`src/jsu_pkg.sv`:
```
// shared types and constants for the json string unescape block
// no dependencies; every other source file except jsu_if.sv imports this package
package jsu_pkg;

    // decoder modes
    typedef enum logic [2:0] {
        MODE_IDLE,
        MODE_BODY,
        MODE_ESC,
        MODE_HEX,
        MODE_HIGH,
        MODE_HIGH_BS,
        MODE_DONE,
        MODE_ERR
    } t_mode;

    // error codes carried on the result beat
    typedef enum logic [2:0] {
        ERR_NONE     = 3'd0,
        ERR_NO_QUOTE = 3'd1,
        ERR_BAD_ESC  = 3'd2,
        ERR_BAD_HEX  = 3'd3,
        ERR_UNTERM   = 3'd4
    } t_err;

    // main operation of a queued command
    typedef enum logic [1:0] {
        OP_NONE,
        OP_RAW,
        OP_CP,
        OP_EVENT
    } t_op;

    localparam int CP_W = 21;

    // one command from the front end: optional replacement char, then the main op
    typedef struct packed {
        logic            pre_repl;
        t_op             op;
        logic [CP_W-1:0] val;
        logic            closed;
        t_err            err;
    } t_cmd;

    // push request from the front end into the queue
    typedef struct packed {
        logic valid;
        t_cmd cmd;
    } t_push;

    // queue status seen by the back end
    typedef struct packed {
        logic empty;
        t_cmd head;
    } t_qhead;

    localparam int Q_DEPTH = 4;
    localparam int Q_AW    = $clog2(Q_DEPTH);

    // index width for the longest result run of one command (replacement char plus a 3-byte char)
    localparam int RUN_W = 3;

    // characters and code point bounds
    localparam logic [7:0]  CH_QUOTE  = 8'h22;
    localparam logic [7:0]  CH_BSLASH = 8'h5C;
    localparam logic [7:0]  CH_SLASH  = 8'h2F;
    localparam logic [7:0]  CH_LC_B   = 8'h62;
    localparam logic [7:0]  CH_LC_F   = 8'h66;
    localparam logic [7:0]  CH_LC_N   = 8'h6E;
    localparam logic [7:0]  CH_LC_R   = 8'h72;
    localparam logic [7:0]  CH_LC_T   = 8'h74;
    localparam logic [7:0]  CH_LC_U   = 8'h75;
    localparam logic [7:0]  CH_LC_A   = 8'h61;
    localparam logic [7:0]  CH_UC_A   = 8'h41;
    localparam logic [7:0]  CH_UC_F   = 8'h46;
    localparam logic [7:0]  CH_ZERO   = 8'h30;
    localparam logic [7:0]  CH_NINE   = 8'h39;
    localparam logic [7:0]  CTL_BS    = 8'h08;
    localparam logic [7:0]  CTL_FF    = 8'h0C;
    localparam logic [7:0]  CTL_LF    = 8'h0A;
    localparam logic [7:0]  CTL_CR    = 8'h0D;
    localparam logic [7:0]  CTL_TAB   = 8'h09;

    localparam logic [15:0] HI_SUR_LO = 16'hD800;
    localparam logic [15:0] HI_SUR_HI = 16'hDBFF;
    localparam logic [15:0] LO_SUR_LO = 16'hDC00;
    localparam logic [15:0] LO_SUR_HI = 16'hDFFF;
    localparam logic [CP_W-1:0] CP_REPL  = 21'h00FFFD;
    localparam logic [CP_W-1:0] CP_SUPP  = 21'h010000;
    localparam logic [CP_W-1:0] CP_MAX1  = 21'h00007F;
    localparam logic [CP_W-1:0] CP_MAX2  = 21'h0007FF;
    localparam logic [CP_W-1:0] CP_MAX3  = 21'h00FFFF;

endpackage

```
`src/jsu_if.sv`:
```
// valid/ready channel interfaces for the input text and the decoded output
// depends on nothing but the port roles; payload widths are fixed
interface jsu_in_if;
    logic       valid;
    logic       ready;
    logic       kind;
    logic [7:0] data_byte;

    modport source (output valid, output kind, output data_byte, input ready);
    modport sink   (input valid, input kind, input data_byte, output ready);
endinterface

interface jsu_out_if;
    logic       valid;
    logic       ready;
    logic [7:0] out_byte;
    logic       byte_valid;
    logic       closed;
    logic [2:0] error;
    logic       last;

    modport source (output valid, output out_byte, output byte_valid, output closed,
                    output error, output last, input ready);
    modport sink   (input valid, input out_byte, input byte_valid, input closed,
                    input error, input last, output ready);
endinterface

```
`src/jsu_front.sv`:
```
// front end: accepts text beats, tracks the string/escape/surrogate state
// and turns each beat into at most one command; uses jsu_pkg and jsu_in_if
module jsu_front
    import jsu_pkg::*;
(
    input  logic         i_clk,
    input  logic         i_rst_n,
    jsu_in_if.sink       i_in,
    input  logic         i_full,
    output t_push        o_push
);

    t_mode        r_mode,    n_mode;
    logic [15:0]  r_acc,     n_acc;
    logic [1:0]   r_cnt,     n_cnt;
    logic [9:0]   r_pend,    n_pend;
    logic         r_low,     n_low;

    logic         accept;
    logic [7:0]   c;
    t_cmd         cmd;

    // simple escape letter lookup
    function automatic logic [8:0] esc_map(input logic [7:0] ch);
        logic [8:0] r;
        r = 9'd0;
        unique case (ch)
            CH_QUOTE:  r = {1'b1, CH_QUOTE};
            CH_BSLASH: r = {1'b1, CH_BSLASH};
            CH_SLASH:  r = {1'b1, CH_SLASH};
            CH_LC_B:   r = {1'b1, CTL_BS};
            CH_LC_F:   r = {1'b1, CTL_FF};
            CH_LC_N:   r = {1'b1, CTL_LF};
            CH_LC_R:   r = {1'b1, CTL_CR};
            CH_LC_T:   r = {1'b1, CTL_TAB};
            default:   r = 9'd0;
        endcase
        return r;
    endfunction

    // hex digit decode: valid flag and nibble
    function automatic logic [4:0] hex_map(input logic [7:0] ch);
        logic [7:0] d;
        d = 8'd0;
        priority if (ch >= CH_ZERO && ch <= CH_NINE) begin
            d = ch - CH_ZERO;
            return {1'b1, d[3:0]};
        end else if (ch >= CH_LC_A && ch <= CH_LC_F) begin
            d = ch - CH_LC_A + 8'd10;
            return {1'b1, d[3:0]};
        end else if (ch >= CH_UC_A && ch <= CH_UC_F) begin
            d = ch - CH_UC_A + 8'd10;
            return {1'b1, d[3:0]};
        end else begin
            return 5'd0;
        end
    endfunction

    function automatic logic is_high(input logic [15:0] v);
        return (v >= HI_SUR_LO) && (v <= HI_SUR_HI);
    endfunction

    function automatic logic is_low(input logic [15:0] v);
        return (v >= LO_SUR_LO) && (v <= LO_SUR_HI);
    endfunction

    assign i_in.ready = !i_full;
    assign accept     = i_in.valid && !i_full;
    assign c          = i_in.data_byte;

    // per-beat decode
    always_comb begin
        logic [8:0]  esc;
        logic [4:0]  hx;
        logic [15:0] v;
        logic        fresh;

        n_mode = r_mode;
        n_acc  = r_acc;
        n_cnt  = r_cnt;
        n_pend = r_pend;
        n_low  = r_low;
        cmd    = '0;
        esc    = esc_map(c);
        hx     = hex_map(c);
        v      = {r_acc[11:0], hx[3:0]};
        fresh  = 1'b0;

        if (accept) begin
            if (i_in.kind) begin
                // end marker
                if (r_mode == MODE_IDLE) begin
                    cmd.op  = OP_EVENT;
                    cmd.err = ERR_NO_QUOTE;
                end else if (r_mode != MODE_DONE && r_mode != MODE_ERR) begin
                    cmd.op  = OP_EVENT;
                    cmd.err = ERR_UNTERM;
                end
                n_mode = MODE_IDLE;
                n_acc  = '0;
                n_cnt  = '0;
                n_pend = '0;
                n_low  = 1'b0;
            end else begin
                unique case (r_mode)
                    MODE_IDLE: begin
                        if (c == CH_QUOTE) begin
                            n_mode = MODE_BODY;
                        end else begin
                            cmd.op  = OP_EVENT;
                            cmd.err = ERR_NO_QUOTE;
                            n_mode  = MODE_ERR;
                        end
                    end
                    MODE_BODY, MODE_HIGH: begin
                        // a pending high half not followed by a backslash is replaced
                        if (r_mode == MODE_HIGH && c == CH_BSLASH) begin
                            n_mode = MODE_HIGH_BS;
                        end else begin
                            cmd.pre_repl = (r_mode == MODE_HIGH);
                            if (c == CH_QUOTE) begin
                                cmd.op     = OP_EVENT;
                                cmd.closed = 1'b1;
                                n_mode     = MODE_DONE;
                            end else if (c == CH_BSLASH) begin
                                n_mode = MODE_ESC;
                            end else begin
                                cmd.op  = OP_RAW;
                                cmd.val = {13'd0, c};
                                n_mode  = MODE_BODY;
                            end
                        end
                    end
                    MODE_ESC, MODE_HIGH_BS: begin
                        if (c == CH_LC_U) begin
                            n_acc  = '0;
                            n_cnt  = '0;
                            n_low  = (r_mode == MODE_HIGH_BS);
                            n_mode = MODE_HEX;
                        end else begin
                            cmd.pre_repl = (r_mode == MODE_HIGH_BS);
                            if (esc[8]) begin
                                cmd.op  = OP_RAW;
                                cmd.val = {13'd0, esc[7:0]};
                                n_mode  = MODE_BODY;
                            end else begin
                                cmd.op  = OP_EVENT;
                                cmd.err = ERR_BAD_ESC;
                                n_mode  = MODE_ERR;
                            end
                        end
                    end
                    MODE_HEX: begin
                        if (!hx[4]) begin
                            cmd.op  = OP_EVENT;
                            cmd.err = ERR_BAD_HEX;
                            n_mode  = MODE_ERR;
                        end else begin
                            n_acc = v;
                            if (r_cnt == 2'd3) begin
                                n_cnt = '0;
                                // four digits in: pair, replace or take as a fresh unit
                                if (r_low) begin
                                    n_low = 1'b0;
                                    if (is_low(v)) begin
                                        cmd.op  = OP_CP;
                                        cmd.val = {1'b0, r_pend, v[9:0]} + CP_SUPP;
                                        n_mode  = MODE_BODY;
                                    end else begin
                                        cmd.pre_repl = 1'b1;
                                        fresh        = 1'b1;
                                    end
                                end else begin
                                    fresh = 1'b1;
                                end
                                if (fresh) begin
                                    if (is_high(v)) begin
                                        n_pend = v[9:0];
                                        n_mode = MODE_HIGH;
                                    end else if (is_low(v)) begin
                                        cmd.op  = OP_CP;
                                        cmd.val = CP_REPL;
                                        n_mode  = MODE_BODY;
                                    end else begin
                                        cmd.op  = OP_CP;
                                        cmd.val = {5'd0, v};
                                        n_mode  = MODE_BODY;
                                    end
                                end
                            end else begin
                                n_cnt = r_cnt + 2'd1;
                            end
                        end
                    end
                    MODE_DONE, MODE_ERR: begin
                    end
                    default: begin
                    end
                endcase
            end
        end

        o_push.valid = cmd.pre_repl || (cmd.op != OP_NONE);
        o_push.cmd   = cmd;
    end

    // decoder state
    always_ff @(posedge i_clk) begin
        if (!i_rst_n) begin
            r_mode <= MODE_IDLE;
            r_acc  <= '0;
            r_cnt  <= '0;
            r_pend <= '0;
            r_low  <= 1'b0;
        end else begin
            r_mode <= n_mode;
            r_acc  <= n_acc;
            r_cnt  <= n_cnt;
            r_pend <= n_pend;
            r_low  <= n_low;
        end
    end

endmodule

```
`src/jsu_fifo.sv`:
```
// short command queue between the front and back ends
// uses jsu_pkg for the command type and depth
module jsu_fifo
    import jsu_pkg::*;
(
    input  logic   i_clk,
    input  logic   i_rst_n,
    input  t_push  i_push,
    input  logic   i_pop,
    output logic   o_full,
    output t_qhead o_head
);

    t_cmd            r_mem [Q_DEPTH];
    logic [Q_AW-1:0] r_wr, n_wr;
    logic [Q_AW-1:0] r_rd, n_rd;
    logic [Q_AW:0]   r_cnt, n_cnt;
    logic            do_push;
    logic            do_pop;

    function automatic logic [Q_AW-1:0] bump(input logic [Q_AW-1:0] p);
        if (p == Q_AW'(Q_DEPTH - 1)) begin
            return '0;
        end
        return p + Q_AW'(1);
    endfunction

    assign o_full       = (r_cnt == (Q_AW + 1)'(Q_DEPTH));
    assign o_head.empty = (r_cnt == '0);
    assign o_head.head  = r_mem[r_rd];
    assign do_push      = i_push.valid && !o_full;
    assign do_pop       = i_pop && !o_head.empty;

    // pointer and count update
    always_comb begin
        n_wr  = do_push ? bump(r_wr) : r_wr;
        n_rd  = do_pop  ? bump(r_rd) : r_rd;
        n_cnt = r_cnt + (Q_AW + 1)'(do_push) - (Q_AW + 1)'(do_pop);
    end

    always_ff @(posedge i_clk) begin
        if (!i_rst_n) begin
            r_wr  <= '0;
            r_rd  <= '0;
            r_cnt <= '0;
        end else begin
            r_wr  <= n_wr;
            r_rd  <= n_rd;
            r_cnt <= n_cnt;
        end
    end

    // storage
    always_ff @(posedge i_clk) begin
        if (do_push) begin
            r_mem[r_wr] <= i_push.cmd;
        end
    end

endmodule

```
`src/jsu_back.sv`:
```
// back end: walks each queued command one result beat per cycle while the
// output is ready, and encodes code points to UTF-8; uses jsu_pkg and jsu_out_if
module jsu_back
    import jsu_pkg::*;
(
    input  logic      i_clk,
    input  logic      i_rst_n,
    input  t_qhead    i_head,
    output logic      o_pop,
    jsu_out_if.source o_out
);

    logic [RUN_W-1:0] r_idx, n_idx;
    logic             r_valid, n_valid;
    logic [7:0]       r_byte, n_byte;
    logic             r_bval, n_bval;
    logic             r_closed, n_closed;
    logic [2:0]       r_err, n_err;
    logic             r_last, n_last;

    // utf-8 length of a code point
    function automatic logic [2:0] cp_len(input logic [CP_W-1:0] cp);
        priority if (cp <= CP_MAX1) begin
            return 3'd1;
        end else if (cp <= CP_MAX2) begin
            return 3'd2;
        end else if (cp <= CP_MAX3) begin
            return 3'd3;
        end else begin
            return 3'd4;
        end
    endfunction

    // byte j of the utf-8 encoding of cp, given its length
    function automatic logic [7:0] cp_byte(input logic [CP_W-1:0] cp, input logic [2:0] len,
                                           input logic [2:0] j);
        logic [7:0] b;
        b = 8'd0;
        if (j == 3'd0) begin
            unique case (len)
                3'd1:    b = cp[7:0];
                3'd2:    b = {3'b110, cp[10:6]};
                3'd3:    b = {4'b1110, cp[15:12]};
                default: b = {5'b11110, cp[20:18]};
            endcase
        end else begin
            // continuation bytes count down from the top six-bit group
            unique case (len - j)
                3'd1:    b = {2'b10, cp[5:0]};
                3'd2:    b = {2'b10, cp[11:6]};
                default: b = {2'b10, cp[17:12]};
            endcase
        end
        return b;
    endfunction

    // output register stage
    always_comb begin
        t_cmd             h;
        logic [2:0]       mlen;
        logic [RUN_W-1:0] total;
        logic [RUN_W-1:0] off;
        logic [2:0]       j;
        logic             adv;

        h       = i_head.head;
        unique case (h.op)
            OP_NONE:  mlen = 3'd0;
            OP_CP:    mlen = cp_len(h.val);
            default:  mlen = 3'd1;
        endcase
        off     = h.pre_repl ? RUN_W'(3) : RUN_W'(0);
        total   = off + mlen;
        j       = r_idx - off;
        adv     = !r_valid || o_out.ready;

        n_idx    = r_idx;
        n_valid  = r_valid;
        n_byte   = r_byte;
        n_bval   = r_bval;
        n_closed = r_closed;
        n_err    = r_err;
        n_last   = r_last;
        o_pop    = 1'b0;

        if (adv) begin
            n_valid = !i_head.empty;
            if (!i_head.empty) begin
                n_closed = 1'b0;
                n_err    = ERR_NONE;
                n_bval   = 1'b1;
                n_byte   = 8'd0;
                if (h.pre_repl && r_idx < RUN_W'(3)) begin
                    n_byte = cp_byte(CP_REPL, 3'd3, r_idx);
                end else begin
                    unique case (h.op)
                        OP_RAW:  n_byte = h.val[7:0];
                        OP_CP:   n_byte = cp_byte(h.val, mlen, j);
                        default: begin
                            n_bval   = 1'b0;
                            n_closed = h.closed;
                            n_err    = h.err;
                        end
                    endcase
                end
                n_last = (r_idx == total - RUN_W'(1));
                if (n_last) begin
                    o_pop = 1'b1;
                    n_idx = '0;
                end else begin
                    n_idx = r_idx + RUN_W'(1);
                end
            end
        end
    end

    always_ff @(posedge i_clk) begin
        if (!i_rst_n) begin
            r_valid <= 1'b0;
            r_idx   <= '0;
        end else begin
            r_valid <= n_valid;
            r_idx   <= n_idx;
        end
    end

    always_ff @(posedge i_clk) begin
        r_byte   <= n_byte;
        r_bval   <= n_bval;
        r_closed <= n_closed;
        r_err    <= n_err;
        r_last   <= n_last;
    end

    assign o_out.valid      = r_valid;
    assign o_out.out_byte   = r_byte;
    assign o_out.byte_valid = r_bval;
    assign o_out.closed     = r_closed;
    assign o_out.error      = r_err;
    assign o_out.last       = r_last;

endmodule

```
`src/json_string_unescape_utf8.sv`:
```
// JSON string literal decoder to UTF-8. Input beats carry one text byte (kind 0) or an end
// marker (kind 1); the front end takes one beat per cycle whenever its four-entry command queue
// has room, and each beat yields at most one command. The back end turns every command into
// its result beats at one beat per cycle while the receiver is ready, through a registered
// output, so a plain byte yields one result beat, a \u escape one to four, and an unpaired
// surrogate followed by more text up to six. Sustained input rate is one beat per cycle while
// the output side keeps pace with the bytes produced; escapes that expand stall the input only
// once the queue fills. A beat's command passes through the queue and the output register.
// top level: jsu_front, jsu_fifo, jsu_back; uses jsu_pkg and jsu_if
module json_string_unescape_utf8
    import jsu_pkg::*;
(
    input  logic      i_clk,
    input  logic      i_rst_n,
    jsu_in_if.sink    i_in,
    jsu_out_if.source o_out
);

    t_push  push;
    t_qhead qhead;
    logic   q_full;
    logic   q_pop;

    // beat classification and state
    jsu_front u_front (
        .i_clk   (i_clk),
        .i_rst_n (i_rst_n),
        .i_in    (i_in),
        .i_full  (q_full),
        .o_push  (push)
    );

    // command queue
    jsu_fifo u_fifo (
        .i_clk   (i_clk),
        .i_rst_n (i_rst_n),
        .i_push  (push),
        .i_pop   (q_pop),
        .o_full  (q_full),
        .o_head  (qhead)
    );

    // utf-8 expansion and output register
    jsu_back u_back (
        .i_clk   (i_clk),
        .i_rst_n (i_rst_n),
        .i_head  (qhead),
        .o_pop   (q_pop),
        .o_out   (o_out)
    );

    // no command is ever offered to a full queue
    a_no_overflow: assert property (@(posedge i_clk) disable iff (!i_rst_n)
        push.valid |-> !q_full)
        else $error("command pushed into full queue");

    // a decoded byte never carries an event flag
    a_byte_clean: assert property (@(posedge i_clk) disable iff (!i_rst_n)
        (o_out.valid && o_out.byte_valid) |-> (o_out.error == ERR_NONE && !o_out.closed))
        else $error("byte beat carries event flags");

    // queued work reaches the output as soon as the register is free
    a_drain: assert property (@(posedge i_clk) disable iff (!i_rst_n)
        (!qhead.empty && (!o_out.valid || o_out.ready)) |=> o_out.valid)
        else $error("queued command not moved to output");

    // output register is empty straight after reset
    a_reset_clear: assert property (@(posedge i_clk)
        !i_rst_n |=> !o_out.valid)
        else $error("output valid after reset");

endmodule

```
`src/flat_wrapper.sv`:
```
// flat-port wrapper written by rule: the top's interface ports become plain ports
module json_string_unescape_utf8_flat import jsu_pkg::*;
  (i_clk, i_rst_n, i_in_valid, i_in_kind, i_in_data_byte, i_in_ready, o_out_valid, o_out_out_byte, o_out_byte_valid, o_out_closed, o_out_error, o_out_last, o_out_ready);
  jsu_in_if i_in_i ();
  jsu_out_if o_out_i ();
  input  logic i_clk;
  input  logic i_rst_n;
  input wire logic [$bits(i_in_i.valid)-1:0] i_in_valid;
  input wire logic [$bits(i_in_i.kind)-1:0] i_in_kind;
  input wire logic [$bits(i_in_i.data_byte)-1:0] i_in_data_byte;
  output wire logic [$bits(i_in_i.ready)-1:0] i_in_ready;
  output wire logic [$bits(o_out_i.valid)-1:0] o_out_valid;
  output wire logic [$bits(o_out_i.out_byte)-1:0] o_out_out_byte;
  output wire logic [$bits(o_out_i.byte_valid)-1:0] o_out_byte_valid;
  output wire logic [$bits(o_out_i.closed)-1:0] o_out_closed;
  output wire logic [$bits(o_out_i.error)-1:0] o_out_error;
  output wire logic [$bits(o_out_i.last)-1:0] o_out_last;
  input wire logic [$bits(o_out_i.ready)-1:0] o_out_ready;
  assign i_in_i.valid = i_in_valid;
  assign i_in_i.kind = i_in_kind;
  assign i_in_i.data_byte = i_in_data_byte;
  assign i_in_ready = i_in_i.ready;
  assign o_out_valid = o_out_i.valid;
  assign o_out_out_byte = o_out_i.out_byte;
  assign o_out_byte_valid = o_out_i.byte_valid;
  assign o_out_closed = o_out_i.closed;
  assign o_out_error = o_out_i.error;
  assign o_out_last = o_out_i.last;
  assign o_out_i.ready = o_out_ready;
  json_string_unescape_utf8 u_core (.i_clk(i_clk), .i_rst_n(i_rst_n), .i_in(i_in_i), .o_out(o_out_i));
endmodule
```
`config.mk`:
```
export PLATFORM = sky130hd
export DESIGN_NAME = json_string_unescape_utf8_flat
export DESIGN_NICKNAME = d
export VERILOG_FILES = /design/src/jsu_pkg.sv /design/src/jsu_if.sv /design/src/jsu_front.sv /design/src/jsu_fifo.sv /design/src/jsu_back.sv /design/src/json_string_unescape_utf8.sv /design/src/flat_wrapper.sv
export SDC_FILE = /design/constraint.sdc
export NUM_CORES = 1
export LEC_CHECK = 0
export BUFFER_PORTS_ARGS = -buffer_cell sky130_fd_sc_hd__buf_2
export CORE_UTILIZATION = 67
export DETAILED_ROUTE_END_ITERATION = 12
export PLACE_DENSITY = 0.82
export SYNTH_ARGS = -nofsm -noshare
export SYNTH_HDL_FRONTEND = slang
export SYNTH_SLANG_ARGS = --single-unit
```
`constraint.sdc`:
```
create_clock -name i_clk -period 11.6 [get_ports i_clk]
set_input_delay 0.58 -clock i_clk [delete_from_list [all_inputs] [get_ports i_clk]]
set_output_delay 0.58 -clock i_clk [all_outputs]
set_load 0.01 [all_outputs]
```
==> results of run 1 <==
-- area by class of cell --
| type | instances | area (sq um) |
|---|---|---|
| sequential | 167 | 4600 |
| timing repair buffer | 34 | 185 |
| fill | 747 | 2800 |
| tap | 168 | 210 |
| clock inverter | 10 | 114 |
| multi-input combinational | 480 | 3620 |
| clock buffer | 22 | 495 |
| inverter | 36 | 135 |
-- cell usage in the layout (no fill, tap or decap), drive strengths merged, types with 5 or more instances in the layout --
cell type    n
nand2       64
o21ai       35
xor2         5
clkbuf      22
or3          6
nand2b       7
ha          26
and3         8
a21boi      23
a31oi        6
or2          5
mux4        28
a22oi        8
and2        15
nand4        7
inv         39
nor2        42
edfxtp     126
nor3        11
o22ai        5
nand3b       9
a21oi       37
clkinv       5
nor2b       19
xnor2       11
o21a         7
buf         34
dfxtp       41
nand3       29
-- worst max-delay path, stage by stage, from the launching register on --
cell	delay (ns)
dfxtp_1	0.31
buf_4	0.44
mux4_2	0.59
inv_1	0.11
ha_1	0.54
inv_1	0.16
nor3_2	0.43
a21oi_1	0.20
ha_1	0.24
inv_1	0.06
ha_1	0.15
xor2_1	0.20
xnor2_1	0.16
xnor2_1	0.17
nand3_1	0.23
inv_1	0.15
ha_1	0.24
inv_1	0.07
ha_1	0.14
inv_1	0.05
fa_1	0.41
xnor2_1	0.20
xnor2_1	0.08
and2_1	0.15
-- stage by stage --
step,instance area (sq um),cells,worst slack (ns),utilization [%]
4_1_cts,9370,917,6.01,77.0
5_1_grt,9370,917,5.57,77.0
6_report,9370,917,6.00,77.0
3_5_place_dp,8760,885,6.10,72.0
2_1_floorplan,8500,711,6.27,-
3_3_place_gp,8760,885,6.25,72.0
-- sequential cells by signal, indices dropped and copies added, names as in the netlist, named ones only --
name	count
u_core.u_fifo.r_rd	2
u_core.u_front.r_pend	10
u_core.u_back.o_out.out_byte	8
u_core.u_front.r_low	1
u_core.u_back.o_out.byte_valid	1
u_core.u_front.r_cnt	2
u_core.u_back.o_out.valid	1
u_core.u_front.r_acc	12
u_core.u_back.o_out.error	3
u_core.u_fifo.r_cnt	3
u_core.u_fifo.r_wr	2
u_core.u_front.r_mode	3
u_core.u_back.o_out.closed	1
u_core.u_back.o_out.last	1
u_core.u_back.r_idx	3
u_core.u_fifo.r_mem	112
-- per-layer routing --
| layer | share of wire (%) | wire, um | global-route usage (%) |
|---|---|---|---|
| met1 | 40 | 7960 | 41.5 |
| met2 | 49 | 9800 | 54.3 |
| met3 | 7.5 | 1490 | 6.88 |
| met4 | 3.7 | 732 | 14.2 |
| met5 | 0 | 0 | 0 |
-- power groups by stage --
stage	combinational, mW	sequential (mW)	clock (mW)
after floorplan	0.763	0.873	0
after global placement	1.04	0.865	0
after detailed placement	1.06	0.876	0
after CTS	1.07	0.866	0.577
after global routing	1.16	0.878	0.602
final	1.08	0.866	0.574
-- path summary, 6_finish.rpt --
path                                         startpoint                   endpoint  slack [ns]  cells after the start
worst max register to register                flip-flop     u_core.u_fifo.r_cnt[2]        6.00                     23
worst max-delay path                          flip-flop     u_core.u_fifo.r_cnt[2]        6.00                     23
worst min-delay path                        o_out_ready  u_core.u_back.o_out.valid        0.45                      4
worst min register to register  u_core.u_front.r_cnt[1]    u_core.u_front.r_cnt[1]        0.48                      2
-- kinds of logic (layout without fill, tap and decap cells) --
family / Yosys count / after routing / share of synthesized area [%]
muxes: 33 / 33 / 8.42
xor gates and xnor gates: 17 / 17 / 1.93
DFF: 167 / 167 / 54.2
buffers and inverters: 64 / 102 / 3.17
adders and majority gates: 29 / 29 / 4.54
and+or+nand+nor: 245 / 245 / 15.6
AOI/OAI and AO/OA: 156 / 156 / 12.2
==> impl_metrics.py, run 1 <==
metrics = {
    "setup_path": {
        "critPathArrivalTime_ns": 5.93,
        "start_kind": "flip-flop",
        "end_kind": "flip-flop",
        "worstSetupPathType": "flip-flop to flip-flop",
        "cp_data_required_time_ns": 11.93,
        "crit_path_max_fanout": 28,
    },
    "floorplan": {
        "die_y_um": 115,
        "initial_core_util_pct": 69.9,
        "ios": 29,
        "rows": 40,
        "die_w_um": 115,
        "placeableCoreArea_sq_um": 12200,
        "fp.dieArea_sq_um": 13100,
    },
    "clock_network": {
        "clockRootBuffer": "clkbuf_16",
        "cts_htree_levels": 4,
        "cts_buffers": 17,
        "cts_tree": "done",
        "cts_setup_buffers": 0,
        "insertion_delay_ns": 0.43,
        "clock_sinks": 167,
        "holdBufCountCts": 0,
        "clkTransAtPathRegs_ns": 0.06,
        "clock_path_buffers": 2,
        "cts_resized": 0,
    },
    "power_and_ir_drop": {
        "pwr-share-seq_pct": 34.3,
        "power.density_nw_per_um2": 269,
        "swShare_pct": 38.2,
        "cellLeakagePower_nw": 3.24,
        "irDropWorstVdd_uv": 184,
        "power.share.clock_pct": 22.8,
        "p_sw_mw": 0.965,
        "combPwrFrac_pct": 42.9,
        "total_power_mw": 2.52,
        "internal_power_mw": 1.56,
    },
    "detailed_routing": {
        "wire_per_inst_um": 21.8,
        "num_vias": 6025,
        "ant_nets": 0,
        "via_per_inst": 6.57,
        "finalWirelength_mm": 20.0,
        "drc": 0,
        "dr.first_iter.drc_count": 659,
        "first_pass_iters": 5,
    },
    "logic_synthesis": {
        "ys.warnings.count": 0,
        "yosysMostFrequentCell": "edfxtp_1",
        "synth_seq_cells": 167,
        "synthesis.nets": 753,
        "synthFlopType": "edfxtp_1",
        "synth-edff-count": 126,
        "yosys-top-cells-area": "edfxtp_1 (45%), dfxtp_1 (9.7%), mux4_2 (5.0%)",
        "seq_area_frac_synth_pct": 54.2,
        "yosysUniqueCellTypes": 76,
        "synth_cells": 711,
        "synth_top_area_share_pct": 44.5,
        "syn_area_sq_um": 8500,
        "synth_top_cell_by_area": "edfxtp_1",
        "netlist_top_cells_count": "edfxtp_1 (126), nand2_1 (63), dfxtp_1 (41), nor2_1 (40), a21oi_1 (37)",
        "async_reset_ff_share_pct": 0,
        "syn_area_per_cell_sq_um": 11.9,
    },
    "timing": {
        "fmax_ghz": 0.178,
        "setup_tns_ns": 0,
        "setup_viol": 0,
        "finalMaxSlewViolations": 0,
        "rsz0062_at_grt": "no",
        "finalCritPeriodShare_pct": 48.3,
        "finClkSkew_ns": 0.0188,
        "relSlewSlack_pct": 38.2,
        "hold_violations": 0,
        "worst-slew-pin-transition_ns": 0.920,
        "whs_ns": 0.446,
        "post-route-min-period_ns": 5.60,
    },
    "layout": {
        "final_nets": 778,
        "synthToLayoutAreaGrowth_pct": 10.3,
        "drive_gt1_share_pct": 14.0,
        "n_antenna_cell": 0,
    },
    "global_routing": {
        "grt_max_degree": 43,
        "grt_use_total_pct": 32.6,
        "overflow": 0,
        "grt_pass1_vias": 5856,
        "grt_pass1_wl_mm": 31.2,
        "antenna_found_initial": 0,
    },
    "placement": {
        "gp_congestion": 0.969,
        "port_buffers": 28,
        "dp_hpwl_mm": 13.7,
    },
    "run_status": {
        "outcome": "complete, no violations",
    },
    "run": {
        "cap_viol_max_count": 0,
    },
    "worst_hold_path": {
        "holdCritPathClass": "input pin to flip-flop",
    },
}
(Power assumes the default switching activity.)
==> run 2: changes to the inputs <==
CORE_UTILIZATION = 56   (was 67)
PLACE_DENSITY = 0.73   (was 0.82)
clock period = 5 ns   (was 11.6 ns; I/O delays follow)
==> run 2 against run 1 <==
Effect of this change:
- sequential power grew 130%
- via count shrank 0.33%
- clock skew shrank 0.0086 ns
- largest cell class unchanged
- critical path type unchanged
- clock-buffer cell count shrank 4
- worst hold slack lost 0.32 ns
- largest power group unchanged
- cell area grew 1.3%
- maximum frequency grew 16%
- global-route usage shrank 6.4 points
- utilization shrank 12 points
- combinational power grew 140%
- flip-flop and latch count is the same
- first-iteration DRC count shrank 15%
==> impl_metrics.py, run 2 (same netlist as run 1, synthesis figures left out) <==
metrics = {
    "run": {
        "cap_viol_max_count": 0,
    },
    "worst_hold_path": {
        "holdCritPathClass": "input pin to flip-flop",
    },
    "global_routing": {
        "grtUsageMet3_pct": 5.05,
        "grt_pass1_wl_mm": 31.2,
        "antenna_found_initial": 0,
        "overflow": 0,
        "use_met2_pct": 43.5,
        "use_met1_pct": 35.3,
        "grt_max_degree": 43,
        "gr-max-usage-layer": "met2",
        "grt_pass1_vias": 5803,
        "grt_use_total_pct": 26.3,
    },
    "floorplan": {
        "ios": 29,
        "die_y_um": 125,
        "placeableCoreArea_sq_um": 14600,
        "initial_core_util_pct": 58.0,
        "fp.dieArea_sq_um": 15700,
        "rows": 44,
        "die_w_um": 125,
    },
    "layout": {
        "largest_reg_flops": 112,
        "fin_area_sq_um": 9490,
        "synthToLayoutAreaGrowth_pct": 11.7,
        "reg.largest.list": "u_core.u_fifo.r_mem: 112 flops, u_core.u_front.r_acc: 12 flops, u_core.u_front.r_pend: 10 flops",
        "registers.top_by_ff_count": "u_core.u_fifo.r_mem",
        "n_antenna_cell": 0,
        "drive_gt1_share_pct": 16.5,
        "nFillCells": 1105,
        "finish.utilization_pct": 64.8,
        "final_nets": 794,
        "final_common_cell": "edfxtp_1",
        "final_cell_mix": "edfxtp_1 (126), nand2_1 (63), nor2_1 (39), dfxtp_1 (39), a21oi_1 (36)",
    },
    "timing": {
        "worst-slew-pin-transition_ns": 1.09,
        "finClkSkew_ns": 0.0103,
        "setup_tns_ns": 0,
        "post-route-min-period_ns": 4.84,
        "finalMaxSlewViolations": 0,
        "hold_violations": 0,
        "fmax_ghz": 0.207,
        "finalCritPeriodShare_pct": 96.8,
        "relSlewSlack_pct": 26.2,
        "worst_slack_ns": 0.162,
        "setup_viol": 0,
    },
    "setup_path": {
        "cp_cell_sequence": "buf_6 -> mux4_1 -> or4_4 -> nor3_4 -> nor2_4 -> inv_1 -> ha_1 -> inv_1 -> ha_1 -> xor2_2 -> xnor2_1 -> xnor2_1 -> nand3_2 -> inv_1 -> ha_1 -> inv_1 -> ha_1 -> inv_1 -> fa_1 -> xnor2_2 -> xnor2_1 -> and2_1",
        "worstSetupPathType": "flip-flop to flip-flop",
        "crit_path_max_fanout": 7,
        "r2r_slack_ns": 0.16,
        "worst_path_largest_cell_delay_ns": 0.66,
        "crit_cells": 22,
        "start_kind": "flip-flop",
        "crit_family": "adder cells",
        "critPathArrivalTime_ns": 5.15,
        "end_kind": "flip-flop",
        "r2r_end": "u_core.u_fifo.r_cnt[2]",
        "crit_end": "u_core.u_fifo.r_cnt[2]",
        "cp_data_required_time_ns": 5.32,
        "path_common_cell": "inv_1",
        "worstRegToRegCells": 22,
        "critPathBufInv": 6,
        "slowest_stage": "mux4_1",
    },
    "power_and_ir_drop": {
        "power.density_nw_per_um2": 617,
        "power.share.clock_pct": 20.8,
        "cellLeakagePower_nw": 3.29,
        "swShare_pct": 39.0,
        "pwr-share-seq_pct": 34.5,
        "combPwrFrac_pct": 44.7,
        "p_sw_mw": 2.28,
        "total_power_mw": 5.85,
        "irDropWorstVdd_uv": 391,
        "internal_power_mw": 3.57,
    },
    "clock_network": {
        "clock_sinks": 167,
        "cts_htree_levels": 4,
        "cts_tree": "done",
        "cts_buffers": 17,
        "clkTransAtPathRegs_ns": 0.06,
        "holdBufCountCts": 0,
        "insertion_delay_ns": 0.42,
        "clockRootBuffer": "clkbuf_16",
        "clock_path_buffers": 2,
    },
    "placement": {
        "dpl-instance-area_sq_um": 8860,
        "port_buffers": 28,
        "place_ws_ns": 0.0425,
        "dp_hpwl_mm": 14.3,
        "gp_congestion": 0.980,
    },
    "detailed_routing": {
        "drc": 0,
        "finalWirelength_mm": 19.8,
        "first_pass_iters": 7,
        "dr.first_iter.drc_count": 557,
        "num_vias": 6005,
        "ant_nets": 0,
        "wire_per_inst_um": 20.8,
        "via_per_inst": 6.33,
    },
    "run_status": {
        "outcome": "complete, no violations",
    },
}
[run 2: cell count changes in the layout (fill, tap and decap cells not counted), sizes merged]
cell / change
buf: +16
inv: +1
bufinv: -1
clkinvlp: +4
clkbuf: -4
[run 2: metrics by stage]
stage / hold WS, ns / instances
after global placement: 0.453 / 912
after CTS: 0.0979 / 944
final: 0.121 / 949
after global routing: 0.164 / 949
after floorplan: 0.400 / 711
after detailed placement: 0.458 / 912
[run 2: worst min-delay path by stage]
stage	slack, ns	end	depth (start not counted)	from
finish	0.12	u_core.u_back.o_out.valid	4	o_out_ready
global route	0.16	u_core.u_back.o_out.valid	4	o_out_ready
CTS	0.1	u_core.u_back.o_out.valid	4	o_out_ready
detailed placement	0.46	u_core.u_front.r_pend[5]	2	u_core.u_front.r_pend[5]
global placement	0.45	u_core.u_front.r_pend[4]	2	u_core.u_front.r_pend[4]
floorplan	0.40	u_core.u_fifo.r_wr[1]	2	i_rst_n
[run 2: worst reg2reg max path, cell delays in order (launching register included)]
cell and delay, ns:
dfxtp_4 0.41, buf_6 0.17, mux4_1 0.66, or4_4 0.49
nor3_4 0.25, nor2_4 0.08, inv_1 0.06, ha_1 0.22
inv_1 0.07, ha_1 0.19, xor2_2 0.17, xnor2_1 0.16
xnor2_1 0.19, nand3_2 0.15, inv_1 0.10, ha_1 0.22
inv_1 0.06, ha_1 0.13, inv_1 0.05, fa_1 0.44
xnor2_2 0.17, xnor2_1 0.12, and2_1 0.15
[run 2: area by class of cell]
cell class	count	area, sq um	share of cell area [%]
well taps	184	230	2.43
inverters	36	135	1.42
repair buffers	50	309	3.26
clock buffers	18	429	4.52
clock inverters	14	123	1.29
multi-input cells	480	3650	38.5
flip-flops and latches	167	4610	48.6
[run 2: metal layers]
layer | vias up | part of all wire, %
li1 | 2781 | -
met1 | 2935 | 44
met2 | 253 | 49
met3 | 36 | 5.6
met4 | 0 | 1.8
met5 | - | 0
[run 2: timing repair]
| action | CTS | global route |
|---|---|---|
| endpoints found under the hold margin | 0 | 0 |
| resized for setup | 0 | 9 |
| buffers inserted | 0 | 5 |
| setup endpoints to repair | 0 | 2 |
[run 2: power groups by stage]
stage	sequential, mW	combinational, mW	clock, mW
6_report	2.02	2.62	1.22
4_1_cts	2.02	2.52	1.24
5_1_grt	2.05	2.82	1.29
3_5_place_dp	2.04	2.50	0
2_1_floorplan	2.03	1.77	0
3_3_place_gp	2.03	2.50	0
==> run 3: changes to the inputs <==
CORE_UTILIZATION = 55   (was 56)
CTS_BUF_LIST = sky130_fd_sc_hd__clkbuf_2   (was default)
CTS_CLUSTER_DIAMETER = 80   (was default)
PLACE_DENSITY = 0.72   (was 0.73)
==> run 3 against run 2 <==
Effect of this change:
- worst hold slack lost 0.043 ns
- clock-buffer cell count down 1
- die area increased by 1.8%
==> impl_metrics.py, run 3 (same netlist as run 1, synthesis figures left out) <==
metrics = {
    "power_and_ir_drop": {
        "combPwrFrac_pct": 48.9,
        "p_sw_mw": 2.19,
        "internal_power_mw": 3.16,
        "pwr-share-seq_pct": 37.4,
        "power.density_nw_per_um2": 574,
        "cellLeakagePower_nw": 3.26,
        "irDropWorstVdd_uv": 326,
        "power.share.clock_pct": 13.7,
        "swShare_pct": 40.9,
    },
    "detailed_routing": {
        "finalWirelength_mm": 18.9,
        "num_vias": 5977,
        "drc": 0,
        "dr.first_iter.drc_count": 531,
        "wire_per_inst_um": 19.5,
        "first_pass_iters": 7,
        "via_per_inst": 6.17,
        "ant_nets": 0,
    },
    "run": {
        "cap_viol_max_count": 0,
    },
    "layout": {
        "reg.largest.list": "u_core.u_fifo.r_mem: 112 flops, u_core.u_front.r_acc: 12 flops, u_core.u_front.r_pend: 10 flops",
        "final_nets": 809,
        "finish.utilization_pct": 61.6,
        "largest_reg_flops": 112,
        "synthToLayoutAreaGrowth_pct": 9.76,
        "registers.top_by_ff_count": "u_core.u_fifo.r_mem",
        "final_common_cell": "edfxtp_1",
        "multiInputGateArea_sq_um": 3640,
        "drive_gt1_share_pct": 17.4,
        "final_cell_mix": "edfxtp_1 (126), nand2_1 (63), dfxtp_1 (40)",
        "final-seq-area_sq_um": 4610,
        "nFillCells": 1167,
    },
    "timing": {
        "finClkSkew_ns": 0.0497,
        "post-route-min-period_ns": 4.75,
        "hold_violations": 0,
        "finalCritPeriodShare_pct": 95.1,
        "setup_viol": 0,
        "relSlewSlack_pct": 26.8,
        "finalMaxSlewViolations": 0,
        "setup_tns_ns": 0,
        "worst-slew-pin-transition_ns": 1.08,
        "fmax_ghz": 0.210,
    },
    "placement": {
        "dp_hpwl_mm": 13.7,
        "port_buffers": 28,
        "gp_congestion": 0.927,
    },
    "clock_network": {
        "clock_path_buffers": 2,
        "cts_buffers": 17,
        "clock_sinks": 167,
        "insertion_delay_ns": 0.72,
        "clockRootBuffer": "clkbuf_2",
        "cts_tree": "done",
        "clkTransAtPathRegs_ns": 0.26,
        "cts_htree_levels": 4,
    },
    "run_status": {
        "outcome": "complete, no violations",
    },
    "setup_path": {
        "end_kind": "flip-flop",
        "critPathArrivalTime_ns": 5.38,
        "crit_path_max_fanout": 5,
        "start_kind": "flip-flop",
        "worstSetupPathType": "flip-flop to flip-flop",
        "cp_data_required_time_ns": 5.63,
    },
    "global_routing": {
        "grt_max_degree": 43,
        "grt_pass1_vias": 5659,
        "grt_use_total_pct": 24.7,
        "overflow": 0,
        "grt_pass1_wl_mm": 29.9,
        "antenna_found_initial": 1,
    },
    "floorplan": {
        "die_y_um": 126,
        "ios": 29,
        "rows": 45,
        "die_w_um": 126,
        "fp.dieArea_sq_um": 15900,
        "placeableCoreArea_sq_um": 15100,
        "initial_core_util_pct": 56.1,
    },
    "worst_hold_path": {
        "holdCritPathClass": "input pin to flip-flop",
    },
}
-- run 3: cell count changes in the layout (fill, tap and decap cells not counted), moves of 2 or more --
cell           previous run  this run
clkbuf_16                17         0
dlygate4sd3_1             0         5
clkinvlp_4                3         0
buf_4                    21        30
clkbuf_2                  0        17
inv_8                     0         2
-- run 3: worst max-delay path: stages (launching register included) --
cell,delay [ns]
dfxtp_4,0.45
buf_4,0.12
buf_4,0.12
mux4_2,0.51
or3_4,0.44
nor2_4,0.10
nand2_1,0.12
nor2_4,0.13
inv_1,0.06
ha_1,0.27
inv_1,0.04
ha_1,0.20
xor2_1,0.15
xnor2_1,0.14
xnor2_1,0.28
nand3_2,0.15
inv_1,0.09
ha_1,0.22
inv_1,0.06
ha_1,0.13
inv_1,0.05
fa_1,0.41
xnor2_1,0.15
xnor2_1,0.12
and2_1,0.15
-- run 3: final cells by class --
class                      count  area share [%]
antenna                        1          0.0268
clock inverter                15            1.78
multi-input combinational    480            39.1
clock buffer                  17           0.912
sequential                   167            49.4
timing repair buffer          65            4.83
inverter                      36            1.45
tap                          188            2.52
-- run 3: path summary, 6_finish.rpt --
kind | startpoint | endpoint | slack, ns | cells after the start
setup / recovery | flip-flop | u_core.u_fifo.r_cnt[2] | 0.25 | 24
hold / removal | i_in_data_byte[0] | u_core.u_front.r_acc[0] | 0.08 | 4
setup reg to reg | flip-flop | u_core.u_fifo.r_cnt[2] | 0.25 | 24
hold reg to reg | u_core.u_front.r_pend[5] | u_core.u_front.r_pend[5] | 0.48 | 2
-- run 3: stage by stage --
| step | cells | total power, mW | hold slack [ns] | cell area, sq um | setup WS [ns] |
|---|---|---|---|---|---|
| floorplan | 711 | 3.80 | 0.400 | 8500 | 0.0640 |
| global placement | 914 | 4.49 | 0.448 | 8860 | 0.191 |
| detailed placement | 914 | 4.51 | 0.463 | 8860 | 0.0118 |
| CTS | 951 | 5.25 | 0.0205 | 9170 | 0.0265 |
| global route | 969 | 5.67 | 0.0469 | 9330 | -0.0205 |
| finish | 969 | 5.35 | 0.0778 | 9330 | 0.246 |
-- run 3: power groups by stage --
stage	sequential [mW]	combinational (mW)	clock (mW)
floorplan	2.03	1.77	0
global placement	2.03	2.46	0
detailed placement	2.04	2.47	0
CTS	2.01	2.48	0.752
global route	2.03	2.84	0.801
finish	2.00	2.62	0.731
-- run 3: timing repair --
action	4_1_cts	5_1_grt
endpoints found under the setup margin	1	2
hold buffers	5	0
gates resized for setup	1	9
gates cloned	0	0
buffers inserted	0	17
endpoints found under the hold margin	18	0
pin swaps	0	5
-- run 3: per-layer routing --
metal  track usage [%]  vias to the layer above  share of wire, %
met3              4.33                       37               4.9
met4              9.00                        0               2.4
li1                  -                     2802                 -
met2              40.5                      212                49
met1              33.3                     2926                44
met5                 0                        -                 0
